`src/rtl/tcw_pkg.sv`:
```
// ----------------------------------------------------------------------------
// tcw_pkg
// Shared constants, codes and types of the text console writer.
// ----------------------------------------------------------------------------
`default_nettype none

package tcw_pkg;

    localparam int COLUMNS = 80;
    localparam int ROWS    = 25;
    localparam int CELLS   = COLUMNS * ROWS;

    localparam int CELL_AW = $clog2(CELLS);
    localparam int PHYS_W  = $clog2(ROWS);
    localparam int COL_W   = 7;
    localparam int ROW_W   = 5;

    localparam logic [7:0] DEFAULT_COLOR = 8'h1f;
    localparam logic [7:0] NEWLINE_BYTE  = 8'h0a;
    localparam logic [7:0] SPACE_BYTE    = 8'h20;

    typedef enum logic [1:0] {
        ACT_PUT   = 2'd0,
        ACT_READ  = 2'd1,
        ACT_CLEAR = 2'd2,
        ACT_NONE  = 2'd3
    } action_t;

    typedef enum logic [1:0] {
        CMD_NONE,
        CMD_WRITE,
        CMD_READ,
        CMD_SWEEP
    } cmd_kind_t;

    typedef enum logic [1:0] {
        BK_IDLE,
        BK_SWEEP,
        BK_DONE
    } back_state_t;

    typedef struct packed {
        logic [7:0]       cell_char;
        logic [7:0]       cell_color;
        logic [COL_W-1:0] cursor_col;
        logic [ROW_W-1:0] cursor_row;
        logic             scrolled;
    } res_t;

    typedef struct packed {
        cmd_kind_t          kind;
        logic [CELL_AW-1:0] row_base;
        logic [COL_W-1:0]   col;
        logic [7:0]         wr_char;
        res_t               res;
    } cmd_t;

    typedef struct packed {
        logic push;
        cmd_t cmd;
    } q_wr_t;

    typedef struct packed {
        logic valid;
        cmd_t cmd;
    } q_rd_t;

endpackage

`default_nettype wire

```
`src/rtl/tcw_front.sv`:
```
// ----------------------------------------------------------------------------
// tcw_front
// Accept actions, keep cursor, ring offset and row valid bits, issue commands.
// ----------------------------------------------------------------------------
`default_nettype none

module tcw_front (
    input  wire logic                       clk,
    input  wire logic                       rst_n,
    input  wire logic                       cfg_we,
    input  wire logic [7:0]                 cfg_wdata,
    input  wire logic                       in_valid,
    output logic                            in_ready,
    input  wire logic [1:0]                 action,
    input  wire logic [7:0]                 char_in,
    input  wire logic [tcw_pkg::ROW_W-1:0]  read_row,
    input  wire logic [tcw_pkg::COL_W-1:0]  read_col,
    input  wire logic                       q_full,
    output tcw_pkg::q_wr_t                  q_wr
);
    import tcw_pkg::*;

    logic [COL_W-1:0]  cur_col_reg,   cur_col_next;
    logic [ROW_W-1:0]  cur_row_reg,   cur_row_next;
    logic [PHYS_W-1:0] top_reg,       top_next;
    logic [ROWS-1:0]   row_valid_reg, row_valid_next;
    logic [7:0]        color_reg;

    logic              accept;
    logic              scroll;
    logic [PHYS_W-1:0] top_adv;
    logic [PHYS_W-1:0] put_top;
    logic [ROW_W-1:0]  put_row;
    logic [COL_W-1:0]  put_col;
    logic [COL_W-1:0]  col_inc;
    logic [PHYS_W:0]   put_sum;
    logic [PHYS_W-1:0] put_phys;
    logic [PHYS_W:0]   rd_sum;
    logic [PHYS_W-1:0] rd_phys;
    logic              rd_in_range;
    logic [ROWS-1:0]   valid_scr;
    cmd_t              cmd;

    assign in_ready = !q_full;
    assign accept   = in_valid && in_ready;

    // Ring position arithmetic: sums stay below twice the row count for in-range rows.
    always_comb
    begin
        scroll  = (cur_row_reg >= ROW_W'(ROWS));
        top_adv = (top_reg == PHYS_W'(ROWS - 1)) ? '0 : top_reg + 1'b1;
        put_top = scroll ? top_adv : top_reg;
        put_row = scroll ? ROW_W'(ROWS - 1) : cur_row_reg;
        put_col = scroll ? '0 : cur_col_reg;
        col_inc = put_col + 1'b1;
        put_sum = (PHYS_W + 1)'(put_row) + {1'b0, put_top};
        put_phys = (put_sum >= (PHYS_W + 1)'(ROWS)) ?
                   PHYS_W'(put_sum - (PHYS_W + 1)'(ROWS)) : PHYS_W'(put_sum);
        rd_in_range = (read_row < ROW_W'(ROWS)) && (read_col < COL_W'(COLUMNS));
        rd_sum  = (PHYS_W + 1)'(read_row) + {1'b0, top_reg};
        rd_phys = (rd_sum >= (PHYS_W + 1)'(ROWS)) ?
                  PHYS_W'(rd_sum - (PHYS_W + 1)'(ROWS)) : PHYS_W'(rd_sum);
        valid_scr = row_valid_reg;
        if (scroll)
        begin
            // New bottom row is the old top row: drop its contents.
            valid_scr[top_reg] = 1'b0;
        end
    end

    always_comb
    begin
        cur_col_next   = cur_col_reg;
        cur_row_next   = cur_row_reg;
        top_next       = top_reg;
        row_valid_next = row_valid_reg;
        cmd.kind       = CMD_NONE;
        cmd.row_base   = '0;
        cmd.col        = '0;
        cmd.wr_char    = char_in;
        cmd.res.cell_char  = '0;
        cmd.res.cell_color = '0;
        cmd.res.scrolled   = 1'b0;

        unique case (action_t'(action))
            ACT_PUT:
            begin
                top_next         = put_top;
                row_valid_next   = valid_scr;
                cmd.res.scrolled = scroll;
                cmd.row_base     = CELL_AW'(put_phys) * CELL_AW'(COLUMNS);
                cmd.col          = put_col;
                if (char_in == NEWLINE_BYTE)
                begin
                    cur_row_next = put_row + 1'b1;
                    cur_col_next = '0;
                end
                else
                begin
                    // A row not yet valid is blanked in the same pass as the write.
                    cmd.kind = valid_scr[put_phys] ? CMD_WRITE : CMD_SWEEP;
                    row_valid_next[put_phys] = 1'b1;
                    if (col_inc >= COL_W'(COLUMNS))
                    begin
                        cur_row_next = put_row + 1'b1;
                        cur_col_next = '0;
                    end
                    else
                    begin
                        cur_row_next = put_row;
                        cur_col_next = col_inc;
                    end
                end
            end
            ACT_READ:
            begin
                if (rd_in_range)
                begin
                    cmd.res.cell_color = color_reg;
                    cmd.row_base = CELL_AW'(rd_phys) * CELL_AW'(COLUMNS);
                    cmd.col      = read_col;
                    if (row_valid_reg[rd_phys])
                    begin
                        cmd.kind = CMD_READ;
                    end
                    else
                    begin
                        cmd.res.cell_char = SPACE_BYTE;
                    end
                end
            end
            ACT_CLEAR:
            begin
                cur_col_next   = '0;
                cur_row_next   = '0;
                top_next       = '0;
                row_valid_next = '0;
            end
            ACT_NONE:
            begin
            end
            default:
            begin
            end
        endcase

        cmd.res.cursor_col = cur_col_next;
        cmd.res.cursor_row = cur_row_next;
    end

    assign q_wr.push = accept;
    assign q_wr.cmd  = cmd;

    always_ff @(posedge clk or negedge rst_n)
    begin
        if (!rst_n)
        begin
            cur_col_reg   <= '0;
            cur_row_reg   <= '0;
            top_reg       <= '0;
            row_valid_reg <= '0;
            color_reg     <= DEFAULT_COLOR;
        end
        else
        begin
            if (accept)
            begin
                cur_col_reg   <= cur_col_next;
                cur_row_reg   <= cur_row_next;
                top_reg       <= top_next;
                row_valid_reg <= row_valid_next;
            end
            if (cfg_we)
            begin
                color_reg <= cfg_wdata;
            end
        end
    end

    a_col_range: assert property (@(posedge clk) disable iff (!rst_n)
        cur_col_reg < COL_W'(COLUMNS))
        else $error("cursor column out of range");

    a_row_range: assert property (@(posedge clk) disable iff (!rst_n)
        cur_row_reg <= ROW_W'(ROWS))
        else $error("cursor row out of range");

    a_clear_home: assert property (@(posedge clk) disable iff (!rst_n)
        (accept && action == ACT_CLEAR) |=> (row_valid_reg == '0 && top_reg == '0))
        else $error("clear did not reset the ring");

endmodule

`default_nettype wire

```
`config.mk`:
```
export PLATFORM = sky130hd
export DESIGN_NAME = tcw_front
export DESIGN_NICKNAME = d
export VERILOG_FILES = /design/src/rtl/tcw_pkg.sv /design/src/rtl/tcw_front.sv
export SDC_FILE = /design/constraint.sdc
export NUM_CORES = 1
export LEC_CHECK = 0
export BUFFER_PORTS_ARGS = -buffer_cell sky130_fd_sc_hd__buf_2
export CAP_MARGIN = 20
export CORE_AREA = 8 8 133 135
export CTS_CLUSTER_SIZE = 8
export DETAILED_ROUTE_END_ITERATION = 10
export DIE_AREA = 0 0 141 143
export SYNTH_ARGS = -nofsm -noshare
export SYNTH_HDL_FRONTEND = slang
export SYNTH_SLANG_ARGS = --single-unit
```
`constraint.sdc`:
```
create_clock -name clk -period 12.1 [get_ports clk]
set_input_delay 0.605 -clock clk [delete_from_list [all_inputs] [get_ports clk]]
set_output_delay 0.605 -clock clk [all_outputs]
set_load 0.02 [all_outputs]
```
==> qor.yml <==
place:
  finalWeightedCongestion: 0.976
  dpl_worst_slack_ps: 6030
  post-dp-hpwl_mm: 13.1
  place_area_um2: 5790
  port-buffer-count: 82
layout:
  nets: 767
  syn_to_final_growth_pct: 11.8
  largest_reg_flops: 25
  diodes: 0
  fill_cells: 1624
  fin_area_um2: 5970
  drive_above_1_share_pct: 21.5
  final_util_pct: 38.3
yosys:
  ys_async_sr_fraction_pct: 100
  yosysMostFrequentCell: "nand2_1"
  syn_area_um2: 5340
  yosys.area_share.xor_xnor_pct: 3.26
  muxShareOfSynthArea_pct: 10.5
  ys_top_cells_by_area: "dfrtp_1, ha_1, nand2_1"
  synth_edf_count: 0
  synth_flop_cell: "dfrtp_1"
  synth_top_area_share_pct: 21.1
  synth_common_cells: "nand2_1, o21ai_0, dfrtp_1"
  synth_cell_types: 78
  yosys.area_share.simple_pct: 18.8
  synth_seq_cells: 50
  yosysTopAreaCell: "dfrtp_1"
  synth_compound_area_share_pct: 27.7
  syn_area_per_cell_um2: 8.23
  ys_warn_count: 0
  synth_top_family_by_area: "compound AO/OA/AOI/OAI gates"
  synth_adder_area_share_pct: 8.76
  synthCells: 649
  ys_seq_area_share_pct: 23.5
grt:
  antenna_found_initial: 0
  grt_use_total_pct: 16.7
  grt_max_degree: 51
  grt_pass1_wl_mm: 26.6
  grt_overflow: 0
  first_global_vias: 4913
clock_tree:
  cts_tree: "done"
  insertion_delay_ps: 310
  postCtsSetupBuffers: 0
  hold_buffers: 0
  clk_pin_slew_worst_paths_ps: 80
  clock_path_buffers: 2
  root_buffer: "clkbuf_16"
  cts_buffers: 5
  cts.sink_count: 50
  ctsResizeCount: 0
  h-tree-depth: 2
floorplanning:
  core_um2: 15600
  die_x_um: 141
  die_y_um: 143
  dieArea_um2: 20200
  fp-row-count: 46
  start_util_pct: 34.2
  ios: 94
sta:
  rsz0062_at_grt: "no"
  timing.hold.ws_ps: 407
  fin_crit_ps: 6460
  fmax_ghz: 0.155
  fin_ws_ps: 5640
  slew_viol_final: 0
  fin_skew_ps: 10.2
  setup_viol: 0
  maxSlewHeadroom_pct: 35.0
  tightestPinTransition_ps: 973
  final_hold_viol_count: 0
  min_period_over_period_pct: 53.4
  fin_tns_setup_ps: 0
worst_setup_path:
  critPathKind: "reg -> out"
  setup.worst_path.end_class: "output port"
  cp.arrival_ps: 5860
  cp.required_ps: 11490
  cp_max_fo: 17
  crit_path_start_kind: "flop"
route:
  dr.pass1.iters: 6
  via_per_inst: 5.55
  first_iter_violations: 332
  wire_per_inst_um: 18.5
  wirelength_mm: 16.9
  ant_nets: 0
  num_vias: 5071
  drc_errors: 0
run:
  drv_cap: 0
power_and_ir_drop:
  powerDensity_nw_per_um2: 92.4
  peakVddDrop_uv: 56.5
  p_leak_nw: 2.70
outcome:
  status: "completed"
min_path:
  hold_class: "in -> async"
-- logic make-up after synthesis --
group / Yosys count
fa+ha+maj: 35
other cells: 1
simple gates: 211
mux: 37
flops: 50
buf+inv: 81
xor+xnor: 19
compound gates: 215
-- stage by stage --
stage,power [mW],instances
6_report,0.552,914
5_1_grt,0.583,914
4_1_cts,0.556,914
3_5_place_dp,0.380,906
3_3_place_gp,0.379,906
2_1_floorplan,0.329,659
-- final timing paths --
check	endpoint	slack (ps)	from	depth (start not counted)
max	q_wr[53]	5640	top_reg[1]	21
max in group asynchronous	cur_col_reg[6]	11220	rst_n	2
min reg2reg	color_reg[6]	500	color_reg[6]	1
min in group clk	color_reg[6]	500	color_reg[6]	1
max reg2reg	row_valid_reg[18]	7010	top_reg[1]	17
min	cur_row_reg[1]	410	rst_n	2
-- cell usage in the layout, fill, tap and decap left out, types with 10 or more instances in the layout --
cell type,instances
buf_2,82
ha_1,31
mux2i_1,10
mux2_2,13
o21ai_0,54
xnor2_1,13
a21boi_0,17
nor2_1,44
inv_1,24
nand3_1,10
nor3_1,12
nand2_1,88
conb_1,11
mux4_2,14
dfrtp_1,45
a22o_1,22
and2_1,14
a21oi_1,30
-- routing by layer --
layer,global-route usage (%),up-vias,routed length [um]
met5,0,-,0
met4,5.26,0,473
met3,4.01,36,1320
met2,26.3,221,7510
met1,22.1,2362,7600
li1,-,2452,-
-- critical path, cell delays in order (launching register included) --
cell	delay [ps]
dfrtp_1	480
inv_1	160
ha_1	240
nand2_1	70
nor3_1	430
nor3_1	90
a21o_1	190
ha_1	690
clkinv_1	430
ha_1	310
nand2_1	120
nor2_2	70
a211oi_2	340
nor2_4	140
a21oi_1	280
ha_1	280
ha_1	220
fa_1	390
xor2_1	170
a22oi_1	200
nor2_1	60
buf_2	160
-- final cells by class --
class	instances	area, um^2	area share (%)
clock buffers	6	139	2.33
clock inverters	2	38.8	0.650
inverters	26	97.6	1.63
multi-input cells	528	3730	62.4
flip-flops and latches	50	1260	21.1
well taps	216	270	4.53
repair buffers	86	440	7.38
-- report_power, final --
| part | internal, mW | switching (mW) |
|---|---|---|
| sequential | 0.181 | 0.0161 |
| combinational | 0.0711 | 0.111 |
| clock | 0.104 | 0.0694 |
(Power assumes the default switching activity.)
