$ cat src/rtl/tcw_pkg.sv
// ----------------------------------------------------------------------------
// tcw_pkg
// Shared constants, codes and types of the text console writer.
// ----------------------------------------------------------------------------
`default_nettype none

package tcw_pkg;

    localparam int COLUMNS = 80;
    localparam int ROWS    = 25;
    localparam int CELLS   = COLUMNS * ROWS;

    localparam int CELL_AW = $clog2(CELLS);
    localparam int PHYS_W  = $clog2(ROWS);
    localparam int COL_W   = 7;
    localparam int ROW_W   = 5;

    localparam logic [7:0] DEFAULT_COLOR = 8'h1f;
    localparam logic [7:0] NEWLINE_BYTE  = 8'h0a;
    localparam logic [7:0] SPACE_BYTE    = 8'h20;

    typedef enum logic [1:0] {
        ACT_PUT   = 2'd0,
        ACT_READ  = 2'd1,
        ACT_CLEAR = 2'd2,
        ACT_NONE  = 2'd3
    } action_t;

    typedef enum logic [1:0] {
        CMD_NONE,
        CMD_WRITE,
        CMD_READ,
        CMD_SWEEP
    } cmd_kind_t;

    typedef enum logic [1:0] {
        BK_IDLE,
        BK_SWEEP,
        BK_DONE
    } back_state_t;

    typedef struct packed {
        logic [7:0]       cell_char;
        logic [7:0]       cell_color;
        logic [COL_W-1:0] cursor_col;
        logic [ROW_W-1:0] cursor_row;
        logic             scrolled;
    } res_t;

    typedef struct packed {
        cmd_kind_t          kind;
        logic [CELL_AW-1:0] row_base;
        logic [COL_W-1:0]   col;
        logic [7:0]         wr_char;
        res_t               res;
    } cmd_t;

    typedef struct packed {
        logic push;
        cmd_t cmd;
    } q_wr_t;

    typedef struct packed {
        logic valid;
        cmd_t cmd;
    } q_rd_t;

endpackage

`default_nettype wire

$ cat src/rtl/tcw_queue.sv
// ----------------------------------------------------------------------------
// tcw_queue
// Two-entry command queue between front and back.
// ----------------------------------------------------------------------------
`default_nettype none

module tcw_queue (
    input  wire logic            clk,
    input  wire logic            rst_n,
    input  wire tcw_pkg::q_wr_t  q_wr,
    output logic                 q_full,
    output tcw_pkg::q_rd_t       q_rd,
    input  wire logic            q_pop
);
    import tcw_pkg::*;

    cmd_t       entry_reg [2];
    logic       wr_ptr_reg, wr_ptr_next;
    logic       rd_ptr_reg, rd_ptr_next;
    logic [1:0] count_reg,  count_next;
    logic       do_push;
    logic       do_pop;

    assign q_full    = (count_reg == 2'd2);
    assign q_rd.valid = (count_reg != 2'd0);
    assign q_rd.cmd   = entry_reg[rd_ptr_reg];
    assign do_push   = q_wr.push && !q_full;
    assign do_pop    = q_pop && q_rd.valid;

    always_comb
    begin
        wr_ptr_next = do_push ? !wr_ptr_reg : wr_ptr_reg;
        rd_ptr_next = do_pop  ? !rd_ptr_reg : rd_ptr_reg;
        count_next  = count_reg + {1'b0, do_push} - {1'b0, do_pop};
    end

    always_ff @(posedge clk or negedge rst_n)
    begin
        if (!rst_n)
        begin
            wr_ptr_reg <= 1'b0;
            rd_ptr_reg <= 1'b0;
            count_reg  <= '0;
        end
        else
        begin
            wr_ptr_reg <= wr_ptr_next;
            rd_ptr_reg <= rd_ptr_next;
            count_reg  <= count_next;
        end
    end

    always_ff @(posedge clk)
    begin
        if (do_push)
        begin
            entry_reg[wr_ptr_reg] <= q_wr.cmd;
        end
    end

endmodule

`default_nettype wire

$ cat config.mk
export PLATFORM = sky130hd
export DESIGN_NAME = tcw_queue
export DESIGN_NICKNAME = d
export VERILOG_FILES = /design/src/rtl/tcw_pkg.sv /design/src/rtl/tcw_queue.sv
export SDC_FILE = /design/constraint.sdc
export NUM_CORES = 1
export LEC_CHECK = 0
export BUFFER_PORTS_ARGS = -buffer_cell sky130_fd_sc_hd__buf_2
export CAP_MARGIN = 20
export CORE_AREA = 10 10 132 134
export CTS_CLUSTER_DIAMETER = 150
export DETAILED_ROUTE_END_ITERATION = 7
export DIE_AREA = 0 0 142 144
export HOLD_SLACK_MARGIN = 0.06
export PLACE_DENSITY_LB_ADDON = 0.08
export SETUP_SLACK_MARGIN = 0.1
export SLEW_MARGIN = 20
export SYNTH_ARGS = -nofsm -noshare
export SYNTH_HDL_FRONTEND = slang
export SYNTH_SLANG_ARGS = --single-unit
export TNS_END_PERCENT = 50
$ cat constraint.sdc
create_clock -name clk -period 6.4 [get_ports clk]
set_input_delay 0.64 -clock clk [delete_from_list [all_inputs] [get_ports clk]]
set_output_delay 0.64 -clock clk [all_outputs]
set_load 0.005 [all_outputs]
==> results.yml, run 1 <==
routing:
  vias_per_cell: 4.217
  via_count: 2235
  wl_mm: 9.323
  antenna_left: 0
  drt_iter0_drc: 93
  drc: 0
  drtPass1Iterations: 4
  routedWlPerCell_um: 17.59
layout:
  nets: 393
  multi_input_comb_area_um2: 818.3
  area_growth_pct: 29.68
  utilization: 0.3829
  num_antenna_cells: 0
  largest_register_ffs: 114
  drive_gt1_frac: 0.5906
  regArea_um2: 3527
  fillerInstances: 1419
clocking:
  cts.clk_slew.worst_paths_ns: 0.05
  ctsRootBufferMaster: "clkbuf_16"
  cts_tree: "yes"
  post_cts_buffers: 0
  h-tree-depth: 4
  clockBufferDepth: 2
  hold_buffers: 1
  cts_resized: 0
  numCtsBuffers: 17
  insertion_delay_ns: 0.41
  clock-sinks: 118
floorplanning:
  start_util: 0.2953
  die_area_um2: 20450
  core_area_um2: 14860
  fp-row-count: 45
  die_h_um: 144
  dieWidth_um: 142
  io_pins: 120
power_and_ir_drop:
  powerDensity_nw_per_um2: 456.2
  p_leak_nw: 2.191
  vdd.ir_drop.worst_v: 0.0002202
synth:
  netlist-cell-type-count: 16
  syn_area_um2: 4389
  synth_seq_area_share: 0.8027
  yosys_warnings: 0
  ys_seq_elements: 118
  syn_inst: 195
  synthesis.nets: 258
  avgSynthCellArea_um2: 22.51
timing:
  setup_viol: 0
  max_freq_mhz: 372.2
  final.setup.tns_ns: 0
  worst_hold_slack_ns: 0.4173
  skew_ns: 0.006940
  rsz0062_at_grt: "false"
  fin_crit_ns: 2.687
  finalHoldViolations: 0
  finalCritPeriodShare: 0.4198
  tightest_slew_ns: 0.9453
  maxSlewViolCount: 0
  relSlewSlack: 0.3698
setup_path:
  end_kind: "primary output"
  crit_fanout: 58
  crit_required_ns: 5.76
  cp-start-kind: "flop"
  path_class: "reg -> out"
  crit_arrival_ns: 2.05
grt:
  grt.total_usage: 0.09454
  overflow: 0
  antenna_found_initial: 0
  grt_max_degree: 59
  grt_first_pass_wirelength_mm: 14.15
  grt_pass1_vias: 2464
worst_hold_path:
  min_path_type: "in -> reg"
status:
  status: "finished clean"
place:
  gp_congestion: 0.6662
  io_buffers: 119
  dp_hpwl_mm: 6.274
flow_run:
  drv_cap: 0
-- through the flow --
| stage | instance area, µm² | setup WS [ns] | std cells | power [W] |
|---|---|---|---|---|
| 2_1_floorplan | 4389 | 2.808 | 195 | 0.001573 |
| 3_3_place_gp | 5199 | 4.081 | 498 | 0.001872 |
| 3_5_place_dp | 5199 | 4.073 | 498 | 0.001875 |
| 4_1_cts | 5692 | 3.644 | 530 | 0.002665 |
| 5_1_grt | 5692 | 3.566 | 530 | 0.002770 |
| 6_report | 5692 | 3.713 | 530 | 0.002597 |
-- worst paths after layout --
check                                            start                         end  slack (ns)  depth (start not counted)
worst min-delay path                          q_wr[49]  entry_reg[1][49]$_DFFE_PP_        0.42                          1
max in group asynchronous                        rst_n      rd_ptr_reg$_DFFE_PN0P_        5.68                          2
worst min register to register  count_reg[0]$_DFF_PN0_      count_reg[0]$_DFF_PN0_        0.52                          1
min in group asynchronous                        rst_n      count_reg[0]$_DFF_PN0_        0.57                          2
worst max-delay path            rd_ptr_reg$_DFFE_PN0P_                    q_rd[11]        3.71                          2
worst max register to register  count_reg[1]$_DFF_PN0_  entry_reg[1][40]$_DFFE_PP_        4.34                          3
-- per-layer routing --
| metal | vias up | wire (µm) | global-route usage |
|---|---|---|---|
| li1 | 1035 | - | - |
| met5 | - | 0 | 0 |
| met3 | 21 | 757 | 0.04920 |
| met2 | 83 | 4550 | 0.1453 |
| met4 | 0 | 192 | 0.05003 |
| met1 | 1096 | 3823 | 0.1044 |
-- where the power goes --
part / switching (W) / internal (W) / total, W / leakage, nW
Clock: 0.000294 / 0.000481 / 0.000774 / 0.238
Sequential: 0.000126 / 0.00106 / 0.00119 / 1.10
Combinational: 0.000276 / 0.000359 / 0.000635 / 0.848
Total: 0.000696 / 0.00190 / 0.00260 / 2.19
-- placed cells by master, fill, tap and decap left out, types with 3 or more instances in the layout --
cell / instances
clkinv_2: 4
clkinv_1: 4
xnor2_1: 3
dfrtp_1: 3
mux2_2: 37
mux2_4: 20
clkbuf_16: 17
edfxtp_1: 114
buf_2: 119
clkbuf_1: 6
-- cells in the mapped netlist --
cell      number  area share
edfxtp_1     114        0.78
mux2_2        37       0.095
mux2_4        20       0.068
dfrtp_1        4       0.023
buf_2          3      0.0034
buf_6          3      0.0077
xnor2_1        3      0.0060
ha_1           2      0.0057
inv_1          2      0.0017
and2_1         1      0.0014
and3_1         1      0.0014
nand2_1        1     0.00085
nand2b_1       1      0.0014
nor2_1         1     0.00085
or2_1          1      0.0014
xor2_1         1      0.0020
-- area by class of cell --
| type | instances | share of cell area |
|---|---|---|
| Multi-Input combinational cell | 69 | 0.1438 |
| Sequential cell | 118 | 0.6197 |
| Timing Repair Buffer | 122 | 0.1090 |
| Inverter | 2 | 0.001319 |
| Tap cell | 188 | 0.04133 |
| Clock inverter | 8 | 0.006155 |
| Clock buffer | 23 | 0.07870 |
-- worst max-delay path, cell delays in order, from the launching register on --
cell,delay [ns]
dfrtp_4,1.04
mux2_2,0.44
buf_2,0.13
-- kinds of logic (layout without fill, tap and decap cells) --
logic type,count (synthesis),in the layout,synth area share
buffers and inverters,8,155,0.01283
multiplexers,57,57,0.1633
adder cells (fa/ha/maj),2,2,0.005700
AND/OR/NAND/NOR,6,6,0.007414
flip-flops,118,118,0.8027
XOR/XNOR,4,4,0.007983
Note: power is estimated with default switching activity, not from simulation.
==> run 2: changes to the inputs <==
==> constraint.sdc (replaced) <==
create_clock -name clk -period 2.3 [get_ports clk]
set_input_delay 0.23 -clock clk [delete_from_list [all_inputs] [get_ports clk]]
set_output_delay 0.23 -clock clk [all_outputs]
set_load 0.005 [all_outputs]
==> run 2 against run 1 <==
Against the previous run: largest power group unchanged; non-clock buffer count rose by 61; combinational power rose to 3.3 times the previous value; largest cell class unchanged; flip-flop and latch count did not move; critical path type unchanged; highest routed layer unchanged.
==> results.yml, run 2 (synthesis results as in run 1) <==
status:
  status: "finished clean"
timing:
  fin_crit_ns: 1.968
  setup_viol: 0
  relSlewSlack: 0.6678
  rsz0062_at_grt: "false"
  finalCritPeriodShare: 0.8557
  finalHoldViolations: 0
  skew_ns: 0.007775
  max_freq_mhz: 508.1
  maxSlewViolCount: 0
  tightest_slew_ns: 0.4983
setup_path:
  crit_required_ns: 2.07
  crit_buf_inv: 2
  crit_chain: "buf_12 > mux2_2 > buf_2"
  crit_cells: 3
  end_kind: "primary output"
  rr_worst_depth: 7
  crit_slowest_cell: "dfrtp_4"
  cp-start-kind: "flop"
  critPathMaxStageDelay_ns: 0.58
  crit_fanout: 23
  reg2reg_from: "count_reg[1]$_DFF_PN0_"
  startpoint: "rd_ptr_reg$_DFFE_PN0P_"
  path_class: "reg -> out"
  cp_top_family: "flip-flops"
  crit_arrival_ns: 1.74
routing:
  drt_iter0_drc: 115
  via_count: 2462
  drc: 0
  antenna_left: 0
  vias_per_cell: 4.152
  wl_mm: 9.456
  drtPass1Iterations: 4
  routedWlPerCell_um: 15.95
floorplanning:
  dieWidth_um: 142
  io_pins: 120
  die_h_um: 144
  core_area_um2: 14860
  die_area_um2: 20450
  fp-row-count: 45
  start_util: 0.2953
clocking:
  ctsRootBufferMaster: "clkbuf_16"
  insertion_delay_ns: 0.40
  clock-sinks: 118
  clockBufferDepth: 2
  numCtsBuffers: 17
  h-tree-depth: 4
  cts_resized: 0
  cts_tree: "yes"
  cts.clk_slew.worst_paths_ns: 0.05
grt:
  grt_max_degree: 35
  overflow: 0
  grt_pass1_vias: 2767
  grt.total_usage: 0.09462
  grt_first_pass_wirelength_mm: 14.60
  antenna_found_initial: 2
flow_run:
  drv_cap: 0
power_and_ir_drop:
  vdd.ir_drop.worst_v: 0.0004536
  powerDensity_nw_per_um2: 1172
  p_leak_nw: 2.461
  power_w: 0.007411
layout:
  final_common_cell: "buf_2"
  area_growth_pct: 44.10
  largest_register_ffs: 114
  mostFrequentLayoutCells: "buf_2 (119), edfxtp_1 (114), dlygate4sd3_1 (58), mux2_2 (37), mux2_4 (20)"
  drive_gt1_frac: 0.5124
  utilization: 0.4255
  nets: 454
place:
  io_buffers: 119
  gp_congestion: 0.6491
  dp_hpwl_mm: 6.316
worst_hold_path:
  min_path_type: "in -> async"
-- run 2: cell count changes in the layout (fill, tap and decap cells not counted) --
cell           change
clkinv_1           -3
clkbuf_1           +3
clkinv_2           +1
diode_2            +1
buf_12             +2
dlygate4sd3_1     +57
buf_4              +2
-- run 2: worst paths after layout --
check                                               to  slack (ns)
worst max-delay path                           q_rd[9]        0.33
worst min-delay path            count_reg[0]$_DFF_PN0_        0.17
worst max register to register  count_reg[1]$_DFF_PN0_        0.59
worst min register to register  count_reg[0]$_DFF_PN0_        0.53
max in group asynchronous       rd_ptr_reg$_DFFE_PN0P_        1.98
min in group clk                rd_ptr_reg$_DFFE_PN0P_        0.17
-- run 2: layout make-up --
cell class / count / area [µm²]
Timing Repair Buffer: 183 / 1246
Multi-Input combinational cell: 69 / 818.3
Clock buffer: 26 / 459.2
Antenna cell: 1 / 2.502
Sequential cell: 118 / 3527
Clock inverter: 6 / 28.78
Inverter: 2 / 7.507
Fill cell: 1372 / 8539
Tap cell: 188 / 235.2
-- run 2: metal layers --
metal,vias to the layer above,GRT usage,share of wire
met1,1204,0.1008,0.41
met2,79,0.1494,0.49
met4,0,0.05003,0.018
met3,13,0.04985,0.084
met5,-,0,0
li1,1166,-,-
-- run 2: stage by stage --
stage	worst slack, ns	cells	hold slack (ns)	setup TNS, ns	cell area, µm²
6_report	0.3319	593	0.1727	0	6325
5_1_grt	0.2620	593	0.1534	0	6325
4_1_cts	0.2936	592	0.1457	0	6322
3_5_place_dp	0.6136	502	0.04778	0	5254
3_3_place_gp	0.6481	502	0.04854	0	5254
2_1_floorplan	-0.009400	195	-0.06559	-0.5358	4397
-- run 2: what timing repair did --
item	CTS	global route
hold buffers	58	0
endpoints found under the hold margin	118	0
setup buffers	0	0
-- run 2: worst register-to-register path, delay by kind of cell, from the launching register on --
family | cells | cell delay (ns)
fa+ha+maj | 2 | 0.45
simple gates | 2 | 0.43
flops | 1 | 0.40
xor+xnor | 2 | 0.32
buf+inv | 1 | 0.04
-- run 2: power breakdown --
group          switching, W  internal [W]  leakage [nW]  total (W)
combinational      0.000980       0.00113          1.12    0.00211
sequential         0.000172       0.00295          1.10    0.00313
clock              0.000819       0.00136         0.241    0.00217
total               0.00197       0.00544          2.46    0.00741
==> run 3: changes to the inputs <==
--- a/config.mk
+++ b/config.mk
@@ -11,6 +11,7 @@
 export CTS_CLUSTER_DIAMETER = 150
 export DETAILED_ROUTE_END_ITERATION = 7
 export DIE_AREA = 0 0 142 144
+export GPL_TIMING_DRIVEN = 0
 export HOLD_SLACK_MARGIN = 0.06
 export PLACE_DENSITY_LB_ADDON = 0.08
 export SETUP_SLACK_MARGIN = 0.1
==> run 3 against run 2 <==
Against the previous run: die area stayed put; sequential share of layout area is 0.62 points lower; sequential power is 2% lower; routed wire length is 0.31% lower; final cell count is 0.17% higher; critical endpoint unchanged; fmax is 5.6% higher; largest cell class unchanged; count of clock-buffer cells in the layout is 2 lower; largest power group unchanged; via count is 0.53% lower; register-to-register slack worse by 0.10 ns.
==> results.yml, run 3 (synthesis results as in run 1) <==
routing:
  drt_iter0_drc: 81
  routedWlPerCell_um: 15.87
  vias_per_cell: 4.123
  antenna_left: 0
  drc: 0
  via_count: 2449
  drtPass1Iterations: 4
  wl_mm: 9.427
timing:
  rsz0062_at_grt: "false"
  skew_ns: 0.006687
  relSlewSlack: 0.5677
  finalCritPeriodShare: 0.8100
  worst_hold_slack_ns: 0.1766
  finalWorstSetupSlack_ns: 0.4370
  maxSlewViolCount: 0
  max_freq_mhz: 536.8
  fin_crit_ns: 1.863
  final.setup.tns_ns: 0
  setup_viol: 0
  finalHoldViolations: 0
  tightest_slew_ns: 0.6469
layout:
  mostFrequentLayoutCells: "buf_2 (122), edfxtp_1 (114), dlygate4sd3_1 (58), mux2_2 (37), mux2_4 (20)"
  num_antenna_cells: 0
  area_growth_pct: 45.55
  final_common_cell: "buf_2"
  largest_register_ffs: 114
  fillerInstances: 1382
  nets: 457
  finalNonFillerCells: 594
  drive_gt1_frac: 0.5123
setup_path:
  path_class: "reg -> out"
  crit_required_ns: 2.07
  crit_arrival_ns: 1.63
  crit_fanout: 10
  rr_worst_depth: 4
  reg2reg_slack_ns: 0.49
  cp-start-kind: "flop"
  end_kind: "primary output"
  reg2reg_from: "count_reg[1]$_DFF_PN0_"
  rr_endpoint: "entry_reg[0][34]$_DFFE_PP_"
clocking:
  hold_buffers: 58
  ctsRootBufferMaster: "clkbuf_16"
  post_cts_buffers: 0
  clockBufferDepth: 2
  numCtsBuffers: 17
  clock-sinks: 118
  cts.clk_slew.worst_paths_ns: 0.05
  cts_tree: "yes"
  insertion_delay_ns: 0.40
  cts_resized: 0
  h-tree-depth: 4
grt:
  grt_first_pass_wirelength_mm: 14.80
  grt_pass1_vias: 2840
  antenna_found_initial: 0
  overflow: 0
  grt.total_usage: 0.09580
  grt_max_degree: 31
worst_hold_path:
  min_path_type: "in -> async"
floorplanning:
  start_util: 0.2953
  fp-row-count: 45
  core_area_um2: 14860
  die_h_um: 144
  dieWidth_um: 142
  io_pins: 120
  die_area_um2: 20450
place:
  dp_hpwl_mm: 6.453
  dp_slack_ns: 0.4600
  gp_congestion: 0.6650
  io_buffers: 119
  dp.cells: 505
power_and_ir_drop:
  powerDensity_nw_per_um2: 1184
  vdd.ir_drop.worst_v: 0.0005941
  p_leak_nw: 2.488
flow_run:
  drv_cap: 0
status:
  status: "finished clean"
run 3: cell count changes in the layout (fill, tap and decap cells not counted), moves of 2 or more:
cell      change
clkbuf_1      -2
buf_4         -4
clkinv_2      -2
buf_2         +3
buf_6         +3
clkinv_1      +2
run 3: where the power goes:
group	total, W	internal, W	switching, W
sequential	0.00306	0.00294	0.000115
clock	0.00228	0.00146	0.000825
combinational	0.00223	0.00118	0.00105
run 3: metrics by stage:
step / power (W) / instance area (µm²) / util
after global placement: 0.005282 / 5228 / 0.3517
after CTS: 0.007756 / 6389 / 0.4298
final: 0.007566 / 6389 / 0.4298
after global routing: 0.008036 / 6389 / 0.4298
after floorplan: 0.004371 / 4397 / -
after detailed placement: 0.005360 / 5300 / 0.3566
run 3: worst max-delay path: stages, from the launching register on:
cell and delay (ns):
dfrtp_1 0.39, buf_2 0.32, mux2_2 0.39, buf_2 0.13
run 3: cell type report:
type,instances,area [µm²],share of cell area
clock buffers,24,451.7,0.07070
clock inverters,7,56.30,0.008813
inverters,2,7.507,0.001175
multi-input cells,69,822.0,0.1287
well taps,188,235.2,0.03682
plain buffers,6,48.80,0.007638
repair buffers,180,1244,0.1947
flip-flops and latches,118,3523,0.5515
run 3: worst max-delay path by stage:
stage / endpoint / depth (start not counted) / slack (ns) / from
finish: q_rd[9] / 3 / 0.44 / rd_ptr_reg$_DFFE_PN0P_
global route: q_rd[16] / 3 / 0.32 / rd_ptr_reg$_DFFE_PN0P_
CTS: q_rd[9] / 3 / 0.37 / rd_ptr_reg$_DFFE_PN0P_
detailed placement: entry_reg[0][27]$_DFFE_PP_ / 4 / 0.46 / count_reg[1]$_DFF_PN0_
global placement: entry_reg[1][35]$_DFFE_PP_ / 2 / -1.08 / count_reg[1]$_DFF_PN0_
floorplan: entry_reg[1][0]$_DFFE_PP_ / 2 / -0.009 / count_reg[1]$_DFF_PN0_
run 3: per-layer routing:
| metal | track usage | wire length [µm] | vias up |
|---|---|---|---|
| met5 | 0 | 0 | - |
| met4 | 0.05325 | 209 | 0 |
| met3 | 0.04264 | 650 | 16 |
| met2 | 0.1540 | 4582 | 80 |
| met1 | 0.1036 | 3985 | 1181 |
| li1 | - | - | 1172 |
